### src/rtl/core/colorkey_565_to_rgba_bbox_top_assert.svh
// Assertion macros for the color-key converter.
// Both sample on clk and stay quiet while arst_n is low.
`ifndef COLORKEY_565_TO_RGBA_BBOX_TOP_ASSERT_SVH
`define COLORKEY_565_TO_RGBA_BBOX_TOP_ASSERT_SVH

// Same-cycle implication.
`define CKB_ASSERT_NOW(lbl, ante, cons, msg) \
	lbl: assert property (@(posedge clk) disable iff (!arst_n) (ante) |-> (cons)) else $error(msg);

// Next-cycle implication.
`define CKB_ASSERT_NEXT(lbl, ante, cons, msg) \
	lbl: assert property (@(posedge clk) disable iff (!arst_n) (ante) |=> (cons)) else $error(msg);

`endif

### src/rtl/core/ckb_pkg.sv
package ckb_pkg;

	localparam int PIXEL_W      = 16;
	localparam int RGBA_W       = 32;
	localparam int LINE_WIDTH_W = 12;
	localparam int CFG_DATA_W   = 16;
	localparam int CFG_IDX_W    = 1;

	localparam logic [LINE_WIDTH_W-1:0] LINE_WIDTH_RST = 12'd640;
	localparam logic [PIXEL_W-1:0]      KEY_COLOR_RST  = 16'h07FF;
	localparam logic [RGBA_W-1:0]       TRANSPARENT_WORD = 32'hFFFF_FFFF;

	typedef enum logic [CFG_IDX_W-1:0] {
		CFG_LINE_WIDTH = 1'b0,
		CFG_KEY_COLOR  = 1'b1
	} cfg_reg_t;

	// RGB565 to the packed word: blue 23:19, green 15:10, red 7:3, alpha byte 31:24 zero
	function automatic logic [RGBA_W-1:0] convert_pixel(input logic [PIXEL_W-1:0] p);
		convert_pixel = {8'h00, p[4:0], 3'b000, p[10:5], 2'b00, p[15:11], 3'b000};
	endfunction

endpackage

### src/rtl/core/ckb_ifs.sv
interface ckb_pix_in_if import ckb_pkg::*; ();
	logic               valid;
	logic               ready;
	logic [PIXEL_W-1:0] pixel;
	logic               frame_end;

	modport source (output valid, pixel, frame_end, input ready);
	modport sink   (input valid, pixel, frame_end, output ready);
endinterface

interface ckb_pix_out_if import ckb_pkg::*; #(
	parameter int XW = 11,
	parameter int YW = 11
) ();
	logic              valid;
	logic              ready;
	logic [RGBA_W-1:0] rgba;
	logic              done_res;
	logic              drawn;
	logic [XW-1:0]     box_left;
	logic [YW-1:0]     box_top;
	logic [XW:0]       box_right;
	logic [YW:0]       box_bottom;

	modport source (output valid, rgba, done_res, drawn, box_left, box_top, box_right,
		box_bottom, input ready);
	modport sink   (input valid, rgba, done_res, drawn, box_left, box_top, box_right,
		box_bottom, output ready);
endinterface

interface ckb_cfg_if import ckb_pkg::*; ();
	logic                  valid;
	logic                  ready;
	logic [CFG_IDX_W-1:0]  index;
	logic [CFG_DATA_W-1:0] data;

	modport source (output valid, index, data, input ready);
	modport sink   (input valid, index, data, output ready);
endinterface

### src/rtl/core/colorkey_565_to_rgba_bbox_top.sv
// An accepted beat passes the input register, then the result register.
// Throughput: one pixel per clock unless pix_out.ready stalls. The two
// registers form a two-deep queue; with a result waiting, only an empty input stage fills.
// Reset: counters and bounding box clear, line_width returns to 640 and
// key_color to 0x07FF; both queue stages empty.
`include "colorkey_565_to_rgba_bbox_top_assert.svh"

module colorkey_565_to_rgba_bbox_top import ckb_pkg::*; #(
	parameter int MAX_WIDTH  = 2048,
	parameter int MAX_HEIGHT = 2048
) (
	input logic           clk,
	input logic           arst_n,
	ckb_cfg_if.sink       cfg,
	ckb_pix_in_if.sink    pix_in,
	ckb_pix_out_if.source pix_out
);

	localparam int XW = $clog2(MAX_WIDTH);
	localparam int YW = $clog2(MAX_HEIGHT);
	localparam int CW = (XW + 1 > LINE_WIDTH_W + 1) ? XW + 1 : LINE_WIDTH_W + 1;

	// configuration registers
	logic [LINE_WIDTH_W-1:0] line_width_q;
	logic [PIXEL_W-1:0]      key_color_q;

	// frame state
	logic [XW-1:0] col_q, least_x_q, most_x_q;
	logic [YW-1:0] row_q, least_y_q, most_y_q;
	logic          any_drawn_q;

	// input stage
	logic               valid_s1;
	logic [PIXEL_W-1:0] pixel_s1;
	logic               frame_end_s1;

	// result stage
	logic              valid_s2;
	logic [RGBA_W-1:0] rgba_s2;
	logic              done_s2, drawn_s2;
	logic [XW-1:0]     left_s2;
	logic [YW-1:0]     top_s2;
	logic [XW:0]       right_s2;
	logic [YW:0]       bottom_s2;

	logic          advance, key_hit, lw_bad, col_wrap, row_wrap;
	logic [CW-1:0] limit, col_inc;
	logic [YW:0]   row_inc;
	logic [XW-1:0] least_x_n, most_x_n;
	logic [YW-1:0] least_y_n, most_y_n;
	logic          any_drawn_n;

	// handshakes
	assign cfg.ready    = 1'b1;
	assign advance      = valid_s1 && (!valid_s2 || pix_out.ready);
	assign pix_in.ready = !valid_s1 || advance;

	// write configuration registers
	always_ff @(posedge clk or negedge arst_n) begin
		if (!arst_n) begin
			line_width_q <= LINE_WIDTH_RST;
			key_color_q  <= KEY_COLOR_RST;
		end else if (cfg.valid) begin
			unique case (cfg_reg_t'(cfg.index))
				CFG_LINE_WIDTH: line_width_q <= cfg.data[LINE_WIDTH_W-1:0];
				CFG_KEY_COLOR:  key_color_q  <= cfg.data;
				default: ;
			endcase
		end
	end

	// capture the input beat
	always_ff @(posedge clk or negedge arst_n) begin
		if (!arst_n) begin
			valid_s1 <= 1'b0;
		end else if (pix_in.ready) begin
			valid_s1 <= pix_in.valid;
		end
	end

	always_ff @(posedge clk) begin
		if (pix_in.ready && pix_in.valid) begin
			pixel_s1     <= pix_in.pixel;
			frame_end_s1 <= pix_in.frame_end;
		end
	end

	// key match and box update
	always_comb begin
		key_hit     = (pixel_s1 == key_color_q);
		least_x_n   = least_x_q;
		least_y_n   = least_y_q;
		most_x_n    = most_x_q;
		most_y_n    = most_y_q;
		any_drawn_n = any_drawn_q;
		if (!key_hit) begin
			if (col_q < least_x_q) least_x_n = col_q;
			if (row_q < least_y_q) least_y_n = row_q;
			if (col_q > most_x_q)  most_x_n  = col_q;
			if (row_q > most_y_q)  most_y_n  = row_q;
			any_drawn_n = 1'b1;
		end
	end

	// position advance with line and frame wrap
	assign lw_bad   = (line_width_q == '0) || (CW'(line_width_q) > CW'(MAX_WIDTH));
	assign limit    = lw_bad ? CW'(MAX_WIDTH) : CW'(line_width_q);
	assign col_inc  = CW'(col_q) + CW'(1);
	assign col_wrap = (col_inc >= limit);
	assign row_inc  = {1'b0, row_q} + (YW+1)'(1);
	assign row_wrap = (row_inc >= (YW+1)'(MAX_HEIGHT));

	always_ff @(posedge clk or negedge arst_n) begin
		if (!arst_n) begin
			col_q       <= '0;
			row_q       <= '0;
			least_x_q   <= '1;
			least_y_q   <= '1;
			most_x_q    <= '0;
			most_y_q    <= '0;
			any_drawn_q <= 1'b0;
		end else if (advance) begin
			if (frame_end_s1) begin
				col_q       <= '0;
				row_q       <= '0;
				least_x_q   <= '1;
				least_y_q   <= '1;
				most_x_q    <= '0;
				most_y_q    <= '0;
				any_drawn_q <= 1'b0;
			end else begin
				least_x_q   <= least_x_n;
				least_y_q   <= least_y_n;
				most_x_q    <= most_x_n;
				most_y_q    <= most_y_n;
				any_drawn_q <= any_drawn_n;
				if (col_wrap) begin
					col_q <= '0;
					row_q <= row_wrap ? '0 : row_inc[YW-1:0];
				end else begin
					col_q <= col_inc[XW-1:0];
				end
			end
		end
	end

	// result register
	always_ff @(posedge clk or negedge arst_n) begin
		if (!arst_n) begin
			valid_s2 <= 1'b0;
		end else if (!valid_s2 || pix_out.ready) begin
			valid_s2 <= valid_s1;
		end
	end

	always_ff @(posedge clk) begin
		if (advance) begin
			rgba_s2   <= key_hit ? TRANSPARENT_WORD : convert_pixel(pixel_s1);
			done_s2   <= frame_end_s1;
			drawn_s2  <= frame_end_s1 && any_drawn_n;
			left_s2   <= (frame_end_s1 && any_drawn_n) ? least_x_n : '0;
			top_s2    <= (frame_end_s1 && any_drawn_n) ? least_y_n : '0;
			right_s2  <= (frame_end_s1 && any_drawn_n) ?
				({1'b0, most_x_n} + (XW+1)'(1)) : '0;
			bottom_s2 <= (frame_end_s1 && any_drawn_n) ?
				({1'b0, most_y_n} + (YW+1)'(1)) : '0;
		end
	end

	assign pix_out.valid      = valid_s2;
	assign pix_out.rgba       = rgba_s2;
	assign pix_out.done_res   = done_s2;
	assign pix_out.drawn      = drawn_s2;
	assign pix_out.box_left   = left_s2;
	assign pix_out.box_top    = top_s2;
	assign pix_out.box_right  = right_s2;
	assign pix_out.box_bottom = bottom_s2;

	// checks
	`CKB_ASSERT_NOW(a_box_only_on_done, valid_s2 && !done_s2,
		!drawn_s2 && left_s2 == '0 && top_s2 == '0 && right_s2 == '0 && bottom_s2 == '0,
		"box fields set on a result that does not close the frame")
	`CKB_ASSERT_NOW(a_box_ordered, valid_s2 && drawn_s2,
		right_s2 > {1'b0, left_s2} && bottom_s2 > {1'b0, top_s2},
		"bounding box upper bound not above lower bound")
	`CKB_ASSERT_NEXT(a_frame_rearm, advance && frame_end_s1,
		col_q == '0 && row_q == '0 && !any_drawn_q && least_x_q == '1,
		"frame state not cleared after the last pixel")
	`CKB_ASSERT_NEXT(a_drawn_tracked, advance && !key_hit && !frame_end_s1,
		any_drawn_q,
		"drawn pixel not recorded")

endmodule
### src/flat_wrapper.sv
// flat-port wrapper written by rule: the top's interface ports become plain ports
module colorkey_565_to_rgba_bbox_top_flat import ckb_pkg::*;
#(
	parameter int MAX_WIDTH  = 2048,
	parameter int MAX_HEIGHT = 2048
)
  (clk, arst_n, cfg_valid, cfg_index, cfg_data, cfg_ready, pix_in_valid, pix_in_pixel, pix_in_frame_end, pix_in_ready, pix_out_valid, pix_out_rgba, pix_out_done_res, pix_out_drawn, pix_out_box_left, pix_out_box_top, pix_out_box_right, pix_out_box_bottom, pix_out_ready);
  ckb_cfg_if cfg_i ();
  ckb_pix_in_if pix_in_i ();
  ckb_pix_out_if pix_out_i ();
  input logic clk;
  input logic arst_n;
  input wire logic [$bits(cfg_i.valid)-1:0] cfg_valid;
  input wire logic [$bits(cfg_i.index)-1:0] cfg_index;
  input wire logic [$bits(cfg_i.data)-1:0] cfg_data;
  output wire logic [$bits(cfg_i.ready)-1:0] cfg_ready;
  input wire logic [$bits(pix_in_i.valid)-1:0] pix_in_valid;
  input wire logic [$bits(pix_in_i.pixel)-1:0] pix_in_pixel;
  input wire logic [$bits(pix_in_i.frame_end)-1:0] pix_in_frame_end;
  output wire logic [$bits(pix_in_i.ready)-1:0] pix_in_ready;
  output wire logic [$bits(pix_out_i.valid)-1:0] pix_out_valid;
  output wire logic [$bits(pix_out_i.rgba)-1:0] pix_out_rgba;
  output wire logic [$bits(pix_out_i.done_res)-1:0] pix_out_done_res;
  output wire logic [$bits(pix_out_i.drawn)-1:0] pix_out_drawn;
  output wire logic [$bits(pix_out_i.box_left)-1:0] pix_out_box_left;
  output wire logic [$bits(pix_out_i.box_top)-1:0] pix_out_box_top;
  output wire logic [$bits(pix_out_i.box_right)-1:0] pix_out_box_right;
  output wire logic [$bits(pix_out_i.box_bottom)-1:0] pix_out_box_bottom;
  input wire logic [$bits(pix_out_i.ready)-1:0] pix_out_ready;
  assign cfg_i.valid = cfg_valid;
  assign cfg_i.index = cfg_index;
  assign cfg_i.data = cfg_data;
  assign cfg_ready = cfg_i.ready;
  assign pix_in_i.valid = pix_in_valid;
  assign pix_in_i.pixel = pix_in_pixel;
  assign pix_in_i.frame_end = pix_in_frame_end;
  assign pix_in_ready = pix_in_i.ready;
  assign pix_out_valid = pix_out_i.valid;
  assign pix_out_rgba = pix_out_i.rgba;
  assign pix_out_done_res = pix_out_i.done_res;
  assign pix_out_drawn = pix_out_i.drawn;
  assign pix_out_box_left = pix_out_i.box_left;
  assign pix_out_box_top = pix_out_i.box_top;
  assign pix_out_box_right = pix_out_i.box_right;
  assign pix_out_box_bottom = pix_out_i.box_bottom;
  assign pix_out_i.ready = pix_out_ready;
  colorkey_565_to_rgba_bbox_top #(.MAX_WIDTH(MAX_WIDTH), .MAX_HEIGHT(MAX_HEIGHT)) u_core (.clk(clk), .arst_n(arst_n), .cfg(cfg_i), .pix_in(pix_in_i), .pix_out(pix_out_i));
endmodule
### config.mk
export PLATFORM = sky130hd
export DESIGN_NAME = colorkey_565_to_rgba_bbox_top_flat
export DESIGN_NICKNAME = d
export VERILOG_FILES = /design/src/rtl/core/ckb_pkg.sv /design/src/rtl/core/ckb_ifs.sv /design/src/rtl/core/colorkey_565_to_rgba_bbox_top.sv /design/src/flat_wrapper.sv
export VERILOG_INCLUDE_DIRS = /design/src /design/src/rtl/core
export SDC_FILE = /design/constraint.sdc
export NUM_CORES = 1
export LEC_CHECK = 0
export BUFFER_PORTS_ARGS = -buffer_cell sky130_fd_sc_hd__clkbuf_2
export CAP_MARGIN = 0
export CORE_ASPECT_RATIO = 1.25
export CORE_MARGIN = 2
export CORE_UTILIZATION = 50
export CTS_CLUSTER_SIZE = 20
export DETAILED_ROUTE_END_ITERATION = 16
export PLACE_DENSITY = 0.7
export SYNTH_ARGS = -nofsm -noshare
export SYNTH_HDL_FRONTEND = slang
export SYNTH_SLANG_ARGS = --single-unit
export TNS_END_PERCENT = 30
### constraint.sdc
create_clock -name clk -period 6 [get_ports clk]
set_clock_uncertainty 0.05 [all_clocks]
set_input_delay 0.9 -clock clk [delete_from_list [all_inputs] [get_ports clk]]
set_output_delay 0.9 -clock clk [all_outputs]
set_load 0.05 [all_outputs]
## After elaboration in Yosys (flattened, before gate mapping)

Index checks and enable logic that the tools add are counted.

- Register bits: 194
- Latch bits: 0
- Bits in writable memories: 0
- Memory bits (read-only): 0
- Output and inout port bits: 83
- Logic and storage cells: 68
- Memories kept: 0

- Add/subtract/negate cells: 4
- Multipliers: 0
- Div/mod/pow operators: 0
- Order comparisons: 7
- Eq/ne operators: 1
- Shift operators: 0
- Multiplexer cells: 21
- Bitwise operators: 1
- Reduce and logical (&&, ||, !) cells: 13

Operator list:

| cell | count |
|---|---|
| $mux 11 | 17 |
| $add 11x1->12 const B | 4 |
| $mux 32 | 1 |
| $gt 11x11->1 | 2 |
| $lt 11x11->1 | 2 |
| $eq 16x16->1 | 1 |
| $ge 13x13->1 | 1 |
| $ge 12x12->1 const B | 1 |
| $gt 12x12->1 const B | 1 |
| $logic_not 12->1 | 1 |
| $mux 12 | 1 |
| $reduce_and 2->1 | 3 |
| $logic_and 1x1->1 | 3 |
| $logic_or 1x1->1 | 3 |
| $logic_not 1->1 | 2 |
| $mux 1 | 2 |
| $reduce_bool 2->1 | 1 |
| $not 1->1 | 1 |

## Logic depth before layout (Yosys ltp)

- Word-level depth: 6
- Gate-level depth with buffers: 16
- Depth with buffers taken out: 14

## Worst setup path after synthesis

No wires, ideal clock.

- Kind: input to register
- Start point: in pix_out_ready
- End point: reg u_core.bottom_s2[0] (netlist: u_core.pix_out.box_bottom[0]) (enable)
- Data arrival time: 3.285 ns
- Data required time: 5.496 ns
- Slack: 2.211 ns
- Stages on the path: 4
- Buffers on the path: 1
- Path through: nand2b_1 -> nand2_1 -> clkinv_1 -> clkbuf_1

- Word-level cells in the longest chain between the ends: 2

Ends and longest elaborated chain:

| item | line | source |
|---|---|---|
| start, declared | flat_wrapper.sv:29 | `input wire logic [$bits(pix_out_i.ready)-1:0] pix_out_ready;` |
| $logic_or 1x1->1 | colorkey_565_to_rgba_bbox_top.sv:55 | `assign advance = valid_s1 && (!valid_s2 \|\| pix_out.ready);` |
| $logic_and 1x1->1 | colorkey_565_to_rgba_bbox_top.sv:55 |  |
| via u_core.advance | colorkey_565_to_rgba_bbox_top.sv:46 | `logic advance, key_hit, lw_bad, col_wrap, row_wrap;` |
| end signal, assigned | colorkey_565_to_rgba_bbox_top.sv:165 | `bottom_s2 <= (frame_end_s1 && any_drawn_n) ?` |
| end, declared | colorkey_565_to_rgba_bbox_top.sv:44 | `logic [YW:0] bottom_s2;` |

The timed path passes the listed nets, and every way through them passes these cells.
A chain may end at the register's enable or synchronous reset.

## Worst setup path after layout

- Start point: reg u_core.col_q[4]
- End point: reg u_core.right_s2[10] (netlist: u_core.pix_out.box_right[10]) (data pin)

- Word-level cells in the longest chain between the ends: 4

Ends and longest elaborated chain:

| item | line | source |
|---|---|---|
| start, declared | colorkey_565_to_rgba_bbox_top.sv:28 | `logic [XW-1:0] col_q, least_x_q, most_x_q;` |
| start signal, assigned | colorkey_565_to_rgba_bbox_top.sv:141 | `col_q <= col_inc[XW-1:0];` |
| $gt 11x11->1 | colorkey_565_to_rgba_bbox_top.sv:99 | `if (col_q > most_x_q) most_x_n = col_q;` |
| $mux 11 (*) | colorkey_565_to_rgba_bbox_top.sv:99 |  |
| $mux 11 (*) | colorkey_565_to_rgba_bbox_top.sv:96 | `if (!key_hit) begin` |
| $add 11x1->12 (*) | colorkey_565_to_rgba_bbox_top.sv:164 | `({1'b0, most_x_n} + (XW+1)'(1)) : '0;` |
| end signal, assigned | colorkey_565_to_rgba_bbox_top.sv:163 | `right_s2 <= (frame_end_s1 && any_drawn_n) ?` |
| end, declared | colorkey_565_to_rgba_bbox_top.sv:43 | `logic [XW:0] right_s2;` |

Every way passes the cells marked *; elsewhere a longest branch is shown, timed or not.

==> PnR_summary.wiki <==
{| class="wikitable"
! Metric !! Value
|-
| DR DRC count || 0
|-
| Syn nets || 971
|-
| Count of flip-flops with a built-in enable after synthesis || 82
|-
| Flip-flop and latch count after synthesis || 179
|-
| Worst IR drop on VDD || 0.217 mV
|-
| Setup TNS Final || 0 ps
|-
| Final net count || 1058
|-
| Number of global-route vias before repair || 6805
|-
| Dominant combinational cell family by area after synthesis || simple AND/OR/NAND/NOR gates
|-
| Sequential Power Share || 0.410
|-
| Top Ports || 122
|-
| Post-synthesis cell area || 9670 um^2
|-
| Post-Synthesis Cells || 874
|-
| Total power density per cell area || 360 nW/um^2
|-
| Power Internal || 2540 uW
|-
| Antenna violations before repair || 0
|-
| Final slew viol count || 0
|-
| Adder and majority cell fraction of the synthesized area || 0.0751
|-
| Average footprint of a synthesized cell || 11.1 um^2
|-
| Upper clock frequency limit || 0.264 GHz
|-
| Post-CTS Hold Fix Bufs || 0
|-
| Xor and xnor area share after synthesis || 0.0371
|-
| Half-perimeter wire length after placement || 15200 um
|-
| Count of warnings emitted by yosys || 0
|-
| Transition time of the tightest slew-check pin || 1180 ps
|-
| Combinational Power Share || 0.314
|-
| Pin count of the biggest net entering global routing || 62
|-
| Critical Path Source Type || register
|-
| Worst Hold Path Cells || 1
|-
| Minimum clock period || 3780 ps
|-
| Path class of the lowest-slack min-delay path || register to register
|-
| Post-route worst hold slack || 454 ps
|-
| Switching component of the power || 1400 uW
|-
| Number of buffers inserted by post-CTS setup repair || 0
|-
| Met2 wire len || 10400 um
|-
| Effective utilization at floorplan || 0.513
|-
| Crit Path Class || register to register
|-
| Data arrival at the endpoint of the critical path || 3920 ps
|-
| Clk sinks || 179
|-
| Post-DR vias/cell || 5.74
|-
| Final Util || 0.580
|-
| First-pass GRT wire length || 35300 um
|-
| Total GRT Usage || 0.218
|-
| Share of layout cells above drive strength 1 || 0.255
|-
| Max capacitance violation total || 0
|-
| Finished Layout Cells || 1206
|-
| Die footprint || 20500 um^2
|-
| ANT nets after route || 0
|-
| Cts repair resizes || 0
|-
| Critical path endpoint category || register
|-
| Antenna diode instance count || 0
|-
| Sequential-to-total area share from yosys stat || 0.510
|-
| Share of the clock period used by the worst path || 0.630
|-
| Count of unique library cells instantiated by Yosys || 57
|-
| Placed Cells incl. Taps || 1174
|-
| Fraction of power spent switching nets || 0.354
|-
| Buffer type at the clock tree root || sky130_fd_sc_hd__clkbuf_16
|-
| Worst-case reg-to-reg path depth || 13
|-
| Met3 wire len || 1310 um
|-
| Drt initial violations || 659
|-
| Relative area change from synthesis to final layout || 13.0%
|-
| Total wire length || 21600 um
|-
| Required time of the critical path || 6140 ps
|-
| Via count || 6922
|-
| Placeable core area || 18800 um^2
|-
| Worst Path Max Fanout || 23
|-
| Highest metal layer with signal wires || met4
|-
| Clock transition at path regs || 70 ps
|-
| Floorplan row count || 56
|-
| RSZ-0062 raised after global routing || false
|-
| Synthesized-area fraction occupied by ao, oa, aoi and oai cells || 0.110
|-
| Die Y-Extent || 159 um
|-
| Number of iterations in the first detailed-routing pass || 5
|-
| Floorplan die width || 128 um
|-
| Routed length on met1 || 9340 um
|-
| DR WL/cell || 17.9 um
|-
| Async set-reset flop share out of synthesis || 0.542
|-
| Total grt overflow || 0
|-
| RePlAce Congestion || 0.906
|-
| Clock tree from TritonCTS || built
|-
| Setup-failing EPs final || 0
|-
| Most common flop cell mapped by yosys || sky130_fd_sc_hd__edfxtp_1
|-
| Proportion of synthesized area in mux cells || 0.0792
|-
| Status || finished clean
|-
| Port Buf Inserts || 120
|-
| Number of failing hold endpoints at the final stage || 0
|-
| Worst slew slack as a fraction of its limit || 0.204
|-
| Standby leakage power || 0.00481 uW
|-
| Clock power share || 0.275
|-
| Cts bufs inserted || 17
|-
| Tot Pwr || 3940 uW
|-
| Worst skew pair latency || 430 ps
|-
| H-Tree Depth || 4
|-
| Post-synthesis share of cell area spent on and, or, nand and nor gates || 0.137
|-
| Number of buffers between clock root and the deepest sink || 2
|}
## per-stage QoR
step | instance area (um^2) | setup WS [ps]
after detailed placement | 10400 | 2280
after global routing | 10900 | 1990
after CTS | 10900 | 2250
final | 10900 | 2220
after global placement | 10400 | 2400
after floorplan | 9670 | 2210
## Yosys cell counts, drive strengths merged, types with 2 or more instances
| library cell | number | area (um^2) |
|---|---|---|
| a211oi | 12 | 100 |
| xnor2 | 12 | 105 |
| a32o | 2 | 20.0 |
| o221ai | 2 | 17.5 |
| o32a | 5 | 50.1 |
| nor3 | 37 | 200 |
| dfstp | 35 | 920 |
| o211a | 2 | 20.0 |
| or4 | 2 | 15.0 |
| a41oi | 2 | 17.5 |
| a221oi | 7 | 61.3 |
| mux2i | 36 | 360 |
| o22ai | 6 | 37.5 |
| a31oi | 2 | 12.5 |
| nand4 | 9 | 56.3 |
| and2 | 3 | 18.8 |
| nor2 | 80 | 300 |
| o31a | 3 | 26.3 |
| edfxtp | 82 | 2460 |
| nand2b | 34 | 213 |
| nor4 | 15 | 100 |
| mux2 | 36 | 405 |
| nor4b | 3 | 32.5 |
| and3 | 7 | 43.8 |
| nand3 | 21 | 105 |
| xor2 | 29 | 254 |
| a21oi | 17 | 88.8 |
| nor2b | 7 | 43.8 |
| clkbuf | 39 | 146 |
| ha | 58 | 726 |
| nand2 | 42 | 158 |
| a21o | 9 | 67.6 |
| buf | 24 | 160 |
| a2111oi | 2 | 30.0 |
| dfrtp | 62 | 1550 |
| inv | 49 | 184 |
| o21ai | 35 | 175 |
| a311oi | 8 | 70.1 |
| a22o | 25 | 219 |
| nand3b | 4 | 30.0 |
| o21a | 2 | 15.0 |
## power by group through the flow
stage	Clock [uW]	Sequential, uW	Combinational, uW
final	1090	1620	1240
after CTS	1100	1620	1240
after floorplan	0	1750	849
after global routing	1140	1640	1350
after detailed placement	0	1640	1230
after global placement	0	1630	1220
## logic make-up (layout without fill, tap and decap cells)
| group | count (synthesis) | after routing |
|---|---|---|
| AOI/OAI and AO/OA | 145 | 145 |
| xor gates and xnor gates | 41 | 41 |
| adders and majority gates | 58 | 58 |
| buffers and inverters | 113 | 213 |
| DFF | 179 | 179 |
| muxes | 72 | 72 |
| other | 1 | 1 |
| and+or+nand+nor | 265 | 265 |
## critical path: stages, from the launching register on
cell and delay (ps):
sky130_fd_sc_hd__dfrtp_1 590, sky130_fd_sc_hd__ha_1 330, sky130_fd_sc_hd__a21oi_1 160, sky130_fd_sc_hd__o21ai_0 130, sky130_fd_sc_hd__a2111oi_2 520, sky130_fd_sc_hd__nor3_2 80
sky130_fd_sc_hd__buf_4 240, sky130_fd_sc_hd__o21ai_0 250, sky130_fd_sc_hd__ha_1 240, sky130_fd_sc_hd__nand2_1 70, sky130_fd_sc_hd__mux2i_1 350, sky130_fd_sc_hd__nor4b_2 290
sky130_fd_sc_hd__xor2_1 170, sky130_fd_sc_hd__nor2_1 60
## metal layers
layer / vias to the layer above / GRT usage
li1: 3320 / -
met1: 3320 / 0.285
met2: 242 / 0.357
met3: 40 / 0.0450
met4: 0 / 0.0779
met5: - / 0
## final cells by class
type | instances | area (um^2)
fillers | 1559 | 7920
flip-flops and latches | 179 | 4930
multi-input cells | 582 | 4250
repair buffers | 131 | 686
clock buffers | 20 | 468
well taps | 232 | 290
inverters | 50 | 189
clock inverters | 12 | 106
## layout by cell type, fill, tap and decap left out, types with 14 or more instances in the layout
| cell | count |
|---|---|
| sky130_fd_sc_hd__edfxtp_1 | 82 |
| sky130_fd_sc_hd__dfrtp_1 | 62 |
| sky130_fd_sc_hd__nand2_1 | 42 |
| sky130_fd_sc_hd__clkbuf_2 | 119 |
| sky130_fd_sc_hd__mux2_2 | 36 |
| sky130_fd_sc_hd__nor4_1 | 14 |
| sky130_fd_sc_hd__nand3_1 | 21 |
| sky130_fd_sc_hd__a21oi_1 | 15 |
| sky130_fd_sc_hd__dfstp_2 | 35 |
| sky130_fd_sc_hd__nand2b_1 | 34 |
| sky130_fd_sc_hd__ha_1 | 58 |
| sky130_fd_sc_hd__nor3_1 | 34 |
| sky130_fd_sc_hd__o21ai_0 | 31 |
| sky130_fd_sc_hd__mux2i_1 | 36 |
| sky130_fd_sc_hd__clkbuf_16 | 18 |
| sky130_fd_sc_hd__nor2_1 | 80 |
| sky130_fd_sc_hd__inv_1 | 48 |
| sky130_fd_sc_hd__a22o_1 | 25 |
| sky130_fd_sc_hd__xor2_1 | 29 |
## path summary, 6_finish.rpt
path,endpoint,slack [ps],start
min in group asynchronous,u_core.row_q[7],480,arst_n
hold reg to reg,u_core.pix_out.valid,450,u_core.valid_s1
max in group asynchronous,u_core.line_width_q[7],4360,arst_n
setup reg to reg,u_core.pix_out.box_right[10],2220,u_core.col_q[4]
hold / removal,u_core.pix_out.valid,450,u_core.valid_s1
setup / recovery,u_core.pix_out.box_right[10],2220,u_core.col_q[4]
## registers in the layout, summed over array words and instances (netlist names), 12 cells and up
signal                     flops
u_core.pix_out.box_right      12
u_core.pix_out.box_bottom     12
u_core.line_width_q           12
u_core.pix_out.rgba           17
u_core.key_color_q            16
u_core.pixel_s1               16
Note: power is estimated with default switching activity, not from simulation.
